### config.mk
export PLATFORM = sky130hd
export DESIGN_NAME = sorted_double_ended_priority_queue_top_flat
export DESIGN_NICKNAME = d
export VERILOG_FILES = /design/src/rtl/sdepq_pkg.sv /design/src/rtl/sdepq_if.sv /design/src/rtl/sdepq_cell.sv /design/src/rtl/sorted_double_ended_priority_queue_top.sv /design/src/flat_wrapper.sv
export SDC_FILE = /design/constraint.sdc
export NUM_CORES = 2
export LEC_CHECK = 0
export ABC_CLOCK_PERIOD_IN_PS = 16450
export BUFFER_PORTS_ARGS = -buffer_cell sky130_fd_sc_hd__buf_2
export CAP_MARGIN = 20
export CORE_ASPECT_RATIO = 1.1
export CORE_MARGIN = 10
export CORE_UTILIZATION = 35
export DETAILED_ROUTE_END_ITERATION = 8
export HOLD_SLACK_MARGIN = 0.12
export SETUP_SLACK_MARGIN = 0.3
export SYNTH_ARGS = -nofsm -noshare
export SYNTH_HDL_FRONTEND = slang
export SYNTH_SLANG_ARGS = --single-unit
### constraint.sdc
create_clock -name clock -period 16.45 [get_ports clock]
set_input_delay 3.29 -clock clock [delete_from_list [all_inputs] [get_ports clock]]
set_output_delay 3.29 -clock clock [all_outputs]
set_load 0.01 [all_outputs]
### src/rtl/sdepq_pkg.sv
// package: widths, request codes, state type and cell control word
package sdepq_pkg;

   localparam int DATA_W       = 32;
   localparam int REQ_W        = 2;
   localparam int COUNT_OUT_W  = 5;
   localparam int DEF_CAPACITY = 16;

   localparam logic signed [DATA_W-1:0] EMPTY_VALUE = -32'sd1;

   typedef enum logic [REQ_W-1:0] {
      OP_INSERT     = 2'd0,
      OP_REMOVE_MIN = 2'd1,
      OP_REMOVE_MAX = 2'd2
   } req_op_type;

   typedef enum logic {
      ST_ACCEPT,
      ST_REPORT
   } fsm_state_type;

   // broadcast to every cell of the row
   typedef struct packed {
      logic                     ins;
      logic                     rmax;
      logic signed [DATA_W-1:0] value;
   } cell_ctrl_type;

endpackage

### src/rtl/sdepq_if.sv
// request and response channel interfaces
interface sdepq_req_if;
   import sdepq_pkg::*;
   logic                     valid;
   logic                     ready;
   logic [REQ_W-1:0]         req_type;
   logic signed [DATA_W-1:0] value;

   modport source (output valid, req_type, value, input ready);
   modport sink   (input valid, req_type, value, output ready);
endinterface

interface sdepq_rsp_if;
   import sdepq_pkg::*;
   logic                     valid;
   logic                     ready;
   logic signed [DATA_W-1:0] min_value;
   logic signed [DATA_W-1:0] max_value;
   logic [COUNT_OUT_W-1:0]   count;
   logic                     is_empty;
   logic                     insert_dropped;

   modport source (output valid, min_value, max_value, count, is_empty, insert_dropped,
                   input ready);
   modport sink   (input valid, min_value, max_value, count, is_empty, insert_dropped,
                   output ready);
endinterface

### src/rtl/sdepq_cell.sv
// one cell of the sorted row: holds a value, shifts right on insert, left on remove-max
module sdepq_cell (
   input  logic                               clock,
   input  sdepq_pkg::cell_ctrl_type           ctrl,
   input  logic                               occupied,
   input  logic                               left_take,
   input  logic signed [sdepq_pkg::DATA_W-1:0] left_value,
   input  logic signed [sdepq_pkg::DATA_W-1:0] right_value,
   output logic signed [sdepq_pkg::DATA_W-1:0] value,
   output logic                               take
);
   import sdepq_pkg::*;

   logic signed [DATA_W-1:0] value_ff;
   logic signed [DATA_W-1:0] value_in;

   // this cell and all to its right move for the new word
   assign take = !occupied || (value_ff < ctrl.value);

   // next value: keep, load new word, take left neighbor, or take right neighbor
   always_comb begin
      value_in = value_ff;
      if (ctrl.ins && take) begin
         value_in = left_take ? left_value : ctrl.value;
      end else if (ctrl.rmax) begin
         value_in = right_value;
      end
   end

   always_ff @(posedge clock) begin
      value_ff <= value_in;
   end

   assign value = value_ff;
endmodule

### src/rtl/sorted_double_ended_priority_queue_top.sv
// top level: row of sorted cells, fill count, report stage and response register
//
//  channel | dir | payload                                        | handshake
//  req_bus | in  | req_type, value                                | valid/ready
//  rsp_bus | out | min_value, max_value, count, is_empty,          | valid/ready
//          |     | insert_dropped                                 |
//
// Each word has an accept cycle, then a report cycle: the accept cycle updates every cell of
// the row at once, the report cycle loads min and max of the row into the response register.
// req ready is low in the report cycle and while an untaken response would be overwritten.
// Synchronous reset empties the queue and the response register; cell contents are not reset.
// A stall on rsp_bus holds the response and blocks further requests.
module sorted_double_ended_priority_queue_top #(
   parameter int CAPACITY = sdepq_pkg::DEF_CAPACITY
) (
   input  logic        clock,
   input  logic        reset,
   sdepq_req_if.sink   req_bus,
   sdepq_rsp_if.source rsp_bus
);
   import sdepq_pkg::*;

   localparam int CNT_W = $clog2(CAPACITY + 1);
   localparam int IDX_W = $clog2(CAPACITY);

   fsm_state_type            state_ff, state_in;
   logic [CNT_W-1:0]         count_ff, count_in;
   logic                     drop_ff, drop_in;
   logic                     rsp_valid_ff, rsp_valid_in;
   logic signed [DATA_W-1:0] rsp_min_ff, rsp_max_ff;
   logic [COUNT_OUT_W-1:0]   rsp_count_ff;
   logic                     rsp_empty_ff, rsp_drop_ff;

   logic                     accept;
   logic                     req_ready;
   logic                     load_rsp;
   logic                     full, empty;
   req_op_type               op;
   cell_ctrl_type            ctrl;

   logic signed [DATA_W-1:0] cell_val [CAPACITY];
   logic                     cell_take [CAPACITY];

   logic [CNT_W-1:0]         last_pos;
   logic [CNT_W+COUNT_OUT_W-1:0] count_wide;

   assign accept = req_bus.valid && req_ready;
   assign full   = (count_ff == CNT_W'(CAPACITY));
   assign empty  = (count_ff == '0);
   assign op     = req_op_type'(req_bus.req_type);

   // next state
   always_comb begin
      state_in = state_ff;
      unique case (state_ff)
         ST_ACCEPT: if (accept) state_in = ST_REPORT;
         ST_REPORT: state_in = ST_ACCEPT;
         default:   state_in = ST_ACCEPT;
      endcase
   end

   // state outputs
   always_comb begin
      req_ready = 1'b0;
      load_rsp  = 1'b0;
      unique case (state_ff)
         ST_ACCEPT: req_ready = !rsp_valid_ff || rsp_bus.ready;
         ST_REPORT: load_rsp  = 1'b1;
         default: begin
            req_ready = 1'b0;
            load_rsp  = 1'b0;
         end
      endcase
   end

   // request decode: cell control, fill count and drop flag
   always_comb begin
      ctrl.ins   = 1'b0;
      ctrl.rmax  = 1'b0;
      ctrl.value = req_bus.value;
      count_in   = count_ff;
      drop_in    = drop_ff;
      if (accept) begin
         drop_in = 1'b0;
         unique case (op)
            OP_INSERT: begin
               if (full) begin
                  drop_in = 1'b1;
               end else begin
                  ctrl.ins = 1'b1;
                  count_in = count_ff + CNT_W'(1);
               end
            end
            OP_REMOVE_MIN: begin
               if (!empty) count_in = count_ff - CNT_W'(1);
            end
            OP_REMOVE_MAX: begin
               if (!empty) begin
                  ctrl.rmax = 1'b1;
                  count_in  = count_ff - CNT_W'(1);
               end
            end
            default: drop_in = 1'b0;
         endcase
      end
   end

   // row of cells, each wired to its two neighbors
   for (genvar g = 0; g < CAPACITY; g++) begin : g_cell
      logic                     occ;
      logic                     l_take;
      logic signed [DATA_W-1:0] l_val;
      logic signed [DATA_W-1:0] r_val;

      assign occ = (CNT_W'(g) < count_ff);

      if (g == 0) begin : g_first
         assign l_take = 1'b0;
         assign l_val  = req_bus.value;
      end else begin : g_mid
         assign l_take = cell_take[g-1];
         assign l_val  = cell_val[g-1];
      end

      if (g == CAPACITY - 1) begin : g_last
         assign r_val = cell_val[g];
      end else begin : g_inner
         assign r_val = cell_val[g+1];
      end

      sdepq_cell u_cell (
         .clock       (clock),
         .ctrl        (ctrl),
         .occupied    (occ),
         .left_take   (l_take),
         .left_value  (l_val),
         .right_value (r_val),
         .value       (cell_val[g]),
         .take        (cell_take[g])
      );
   end

   // response word selection
   assign last_pos   = count_ff - CNT_W'(1);
   assign count_wide = (CNT_W + COUNT_OUT_W)'(count_ff);

   always_comb begin
      rsp_valid_in = rsp_valid_ff;
      if (load_rsp) begin
         rsp_valid_in = 1'b1;
      end else if (rsp_bus.ready) begin
         rsp_valid_in = 1'b0;
      end
   end

   // control registers
   always_ff @(posedge clock) begin
      if (reset) begin
         state_ff     <= ST_ACCEPT;
         count_ff     <= '0;
         drop_ff      <= 1'b0;
         rsp_valid_ff <= 1'b0;
      end else begin
         state_ff     <= state_in;
         count_ff     <= count_in;
         drop_ff      <= drop_in;
         rsp_valid_ff <= rsp_valid_in;
      end
   end

   // response payload register
   always_ff @(posedge clock) begin
      if (load_rsp) begin
         rsp_min_ff   <= empty ? EMPTY_VALUE : cell_val[last_pos[IDX_W-1:0]];
         rsp_max_ff   <= empty ? EMPTY_VALUE : cell_val[0];
         rsp_count_ff <= count_wide[COUNT_OUT_W-1:0];
         rsp_empty_ff <= empty;
         rsp_drop_ff  <= drop_ff;
      end
   end

   assign req_bus.ready          = req_ready;
   assign rsp_bus.valid          = rsp_valid_ff;
   assign rsp_bus.min_value      = rsp_min_ff;
   assign rsp_bus.max_value      = rsp_max_ff;
   assign rsp_bus.count          = rsp_count_ff;
   assign rsp_bus.is_empty       = rsp_empty_ff;
   assign rsp_bus.insert_dropped = rsp_drop_ff;
endmodule

### src/flat_wrapper.sv
// flat-port wrapper written by rule: the top's interface ports become plain ports
module sorted_double_ended_priority_queue_top_flat import sdepq_pkg::*;
#(
   parameter int CAPACITY = sdepq_pkg::DEF_CAPACITY
)
  (clock, reset, req_bus_valid, req_bus_req_type, req_bus_value, req_bus_ready, rsp_bus_valid, rsp_bus_min_value, rsp_bus_max_value, rsp_bus_count, rsp_bus_is_empty, rsp_bus_insert_dropped, rsp_bus_ready);
  sdepq_req_if req_bus_i ();
  sdepq_rsp_if rsp_bus_i ();
  input  logic clock;
  input  logic reset;
  input wire logic [$bits(req_bus_i.valid)-1:0] req_bus_valid;
  input wire logic [$bits(req_bus_i.req_type)-1:0] req_bus_req_type;
  input wire logic [$bits(req_bus_i.value)-1:0] req_bus_value;
  output wire logic [$bits(req_bus_i.ready)-1:0] req_bus_ready;
  output wire logic [$bits(rsp_bus_i.valid)-1:0] rsp_bus_valid;
  output wire logic [$bits(rsp_bus_i.min_value)-1:0] rsp_bus_min_value;
  output wire logic [$bits(rsp_bus_i.max_value)-1:0] rsp_bus_max_value;
  output wire logic [$bits(rsp_bus_i.count)-1:0] rsp_bus_count;
  output wire logic [$bits(rsp_bus_i.is_empty)-1:0] rsp_bus_is_empty;
  output wire logic [$bits(rsp_bus_i.insert_dropped)-1:0] rsp_bus_insert_dropped;
  input wire logic [$bits(rsp_bus_i.ready)-1:0] rsp_bus_ready;
  assign req_bus_i.valid = req_bus_valid;
  assign req_bus_i.req_type = req_bus_req_type;
  assign req_bus_i.value = req_bus_value;
  assign req_bus_ready = req_bus_i.ready;
  assign rsp_bus_valid = rsp_bus_i.valid;
  assign rsp_bus_min_value = rsp_bus_i.min_value;
  assign rsp_bus_max_value = rsp_bus_i.max_value;
  assign rsp_bus_count = rsp_bus_i.count;
  assign rsp_bus_is_empty = rsp_bus_i.is_empty;
  assign rsp_bus_insert_dropped = rsp_bus_i.insert_dropped;
  assign rsp_bus_i.ready = rsp_bus_ready;
  sorted_double_ended_priority_queue_top #(.CAPACITY(CAPACITY)) u_core (.clock(clock), .reset(reset), .req_bus(req_bus_i), .rsp_bus(rsp_bus_i));
endmodule
==> results.toml <==
[sta]
worstMarginPinSlew_ns = 1.15
max_freq_ghz = 0.131
post_route_skew_ns = 0.0207
setup_total_negative_slack_ns = 0
final_hold_viol_count = 0
final_min_period_over_clock_period_pct = 46.5
timing.final.crit_period_ns = 7.66
slew_viol_final = 0
rsz0062_at_grt = "false"
setup-violations-final = 0
max-slew-margin-rel_pct = 23.6

[synth]
synth_sequential_area_ratio_pct = 40.0
yosys_most_used_dff = "sky130_fd_sc_hd__edfxtp_1"
synthesis.area_per_instance_um2 = 11.0
syn-num-nets = 4572
synth.ff_latch_count = 591
ys.warnings.count = 0
synth.lib_cells_used.distinct = 70
synth_cells = 4032
netlist_top_cells_area = "sky130_fd_sc_hd__edfxtp_1, sky130_fd_sc_hd__ha_1, sky130_fd_sc_hd__mux2i_1"
synth_edf_count = 583
synthDominantAreaCellType = "sky130_fd_sc_hd__edfxtp_1"
yosys.area.top_type_share_pct = 39.6
syn-cell-area_mm2 = 0.0442
share_of_synthesized_flip_flops_with_an_asynchronous_set_or_reset_pct = 0

[grt]
grt_met3_use_pct = 4.50
grtUsageMet2_pct = 35.7
globalRoute.busiestLayer = "met2"
grt_antenna_before_repair = 18
grt_overflow = 0
grt_max_degree = 96
grt_pass1_vias = 34500
global_route.usage.met1_pct = 29.7
grt_first_pass_wirelength_mm = 241
grtUsageTotal_pct = 22.6

[clock_tree]
max-clock-path-buffers = 3
holdBufCountCts = 0
cts_htree_levels = 3
path_clk_slew_ns = 0.06
cts.sink_count = 591
ctsResizeCount = 0
post-cts-setup-buffers = 0
clk-insertion-delay-late_ns = 0.64
cts_buffers = 71
cts.root.buffer_cell = "sky130_fd_sc_hd__clkbuf_16"
tritoncts = "yes"

[cells_and_area]
fin_nets = 4588
fin_area_mm2 = 0.0488
finalCoreUtilization_pct = 39.0
drive_gt1_share_pct = 16.2
n_fill_cell = 12200
areaGrowthSynthToFinish_pct = 10.4

[worst_setup_path]
startpoint_type = "input port"
required_time_at_the_endpoint_of_the_critical_path_ns = 16.74
worst-setup-path-type = "in -> reg"
cp_max_fo = 22
timing.critical_path.arrival_ns = 7.94
worstSetupEndpointType = "register"

[pwr]
power.density_mw_per_mm2 = 105
worst_ir_drop_vdd_uv = 83.8
post-layout-total-power_mw = 5.12
cellLeakagePower_nw = 19.3

[detailed_routing]
drc_errors = 0
drt_pass1_iterations = 6
drt_iter0_drc = 3931
routed_wire_length_per_instance_um = 28.7
avgViaCountPerCell = 6.15
ant_nets = 0
detailroute.via_count = 35400
totalWireLength_mm = 165

[placed_design]
gp_congestion = 0.937
placedInstanceArea_mm2 = 0.0465
port_bufs = 110
detailed_placer_s_ending_hpwl_mm = 115

[floorplanning]
design.core.area_mm2 = 0.125
dieArea_mm2 = 0.141
die-height_um = 393
top_level_ports = 111
rows = 136
die_w_um = 359
start_util_pct = 35.3

[min_path]
path_category_of_the_worst_min_delay_check = "reg -> reg"

[run_status]
outcome = "finished clean"

[run]
maxCapViolCount = 0
==> cells in the mapped netlist, types with 32 or more instances <==
cell type                  count
sky130_fd_sc_hd__clkbuf_1    138
sky130_fd_sc_hd__nor2_1      266
sky130_fd_sc_hd__mux2i_1     417
sky130_fd_sc_hd__nor2b_1      33
sky130_fd_sc_hd__or2_2        68
sky130_fd_sc_hd__a31oi_1      42
sky130_fd_sc_hd__ha_1        502
sky130_fd_sc_hd__mux4_2      160
sky130_fd_sc_hd__inv_1        71
sky130_fd_sc_hd__edfxtp_1    583
sky130_fd_sc_hd__nand3_1      63
sky130_fd_sc_hd__o21ai_0     285
sky130_fd_sc_hd__nand2_1     407
sky130_fd_sc_hd__a211oi_1     32
sky130_fd_sc_hd__buf_2        66
sky130_fd_sc_hd__nand4_1      58
sky130_fd_sc_hd__mux2_2       63
sky130_fd_sc_hd__o21ai_1      51
sky130_fd_sc_hd__a21oi_1     420
==> report_power, final <==
group          switching (mW)  internal (mW)
Sequential              0.128           1.82
Combinational           0.960          0.589
Clock                   0.694          0.930
==> logic make-up after synthesis <==
kind of cell             after synthesis  share of synthesized area (%)
AO/OA/AOI/OAI                        995                           13.2
adder cells (fa/ha/maj)              502                           14.2
flip-flops                           591                           40.0
AND/OR/NAND/NOR                      970                           9.86
XOR/XNOR                               8                          0.158
buffers and inverters                323                           3.34
multiplexers                         643                           19.3
==> sequential cells by signal, summed over array words and instances (netlist names) <==
| signal | cells |
|---|---|
| u_core.g_cell.u_cell.value | 512 |
| u_core.rsp_bus.max_value | 32 |
| u_core.rsp_bus.min_value | 32 |
| u_core.count_ff | 5 |
| u_core.rsp_bus.count | 5 |
| u_core.drop_ff | 1 |
| u_core.rsp_bus.insert_dropped | 1 |
| u_core.rsp_bus.is_empty | 1 |
| u_core.rsp_bus.valid | 1 |
| u_core.state_ff | 1 |
==> stage by stage <==
step	cells	setup WS, ns	hold slack (ns)
final	5760	8.79	0.447
after global routing	5757	8.61	0.461
after global placement	5630	8.44	0.425
after floorplan	4032	8.23	0.409
after CTS	5757	8.92	0.446
after detailed placement	5631	8.25	0.432
==> cell usage in the layout, fill, tap and decap left out, types with 84 or more instances in the layout <==
cell and n:
sky130_fd_sc_hd__o21ai_0 282, sky130_fd_sc_hd__ha_1 501, sky130_fd_sc_hd__nand2_1 404, sky130_fd_sc_hd__mux2i_1 414, sky130_fd_sc_hd__nor2_1 262, sky130_fd_sc_hd__buf_4 84
sky130_fd_sc_hd__buf_2 111, sky130_fd_sc_hd__edfxtp_1 583, sky130_fd_sc_hd__mux4_2 160, sky130_fd_sc_hd__a21oi_1 420
==> final timing paths <==
check | start | slack, ns | depth (start not counted) | to
max | req_bus_value[29] | 8.79 | 12 | u_core.g_cell[0].u_cell.value[3]
min | u_core.drop_ff | 0.45 | 0 | u_core.rsp_bus.insert_dropped
max reg2reg | u_core.count_ff[0] | 11.51 | 7 | u_core.rsp_bus.min_value[8]
min reg2reg | u_core.drop_ff | 0.45 | 0 | u_core.rsp_bus.insert_dropped
==> worst max-delay path, stage by stage <==
cell and delay, ns:
sky130_fd_sc_hd__buf_2 0.37, sky130_fd_sc_hd__inv_1 0.56, sky130_fd_sc_hd__ha_1 0.52, sky130_fd_sc_hd__nand4_1 0.17
sky130_fd_sc_hd__nor4_1 0.48, sky130_fd_sc_hd__o211ai_1 0.20, sky130_fd_sc_hd__o21ai_2 0.26, sky130_fd_sc_hd__xor2_2 0.54
sky130_fd_sc_hd__buf_4 0.46, sky130_fd_sc_hd__o21ai_4 0.10, sky130_fd_sc_hd__nand2_1 0.48, sky130_fd_sc_hd__buf_4 0.47
==> area by class of cell <==
| cell class | instances | area (um2) | area share [%] |
|---|---|---|---|
| inverters | 71 | 267 | 0.546 |
| multi-input cells | 3118 | 25300 | 51.8 |
| repair buffers | 195 | 1190 | 2.43 |
| flip-flops and latches | 591 | 17700 | 36.2 |
| diodes | 3 | 7.51 | 0.0154 |
| well taps | 1656 | 2070 | 4.25 |
| clock buffers | 83 | 1930 | 3.95 |
| clock inverters | 43 | 368 | 0.754 |
==> metal layers <==
metal / up-vias / wire [um]
li1: 15500 / -
met1: 17600 / 67500
met2: 1846 / 74400
met3: 388 / 15000
met4: 24 / 8250
met5: - / 147
Note: power is estimated with default switching activity, not from simulation.
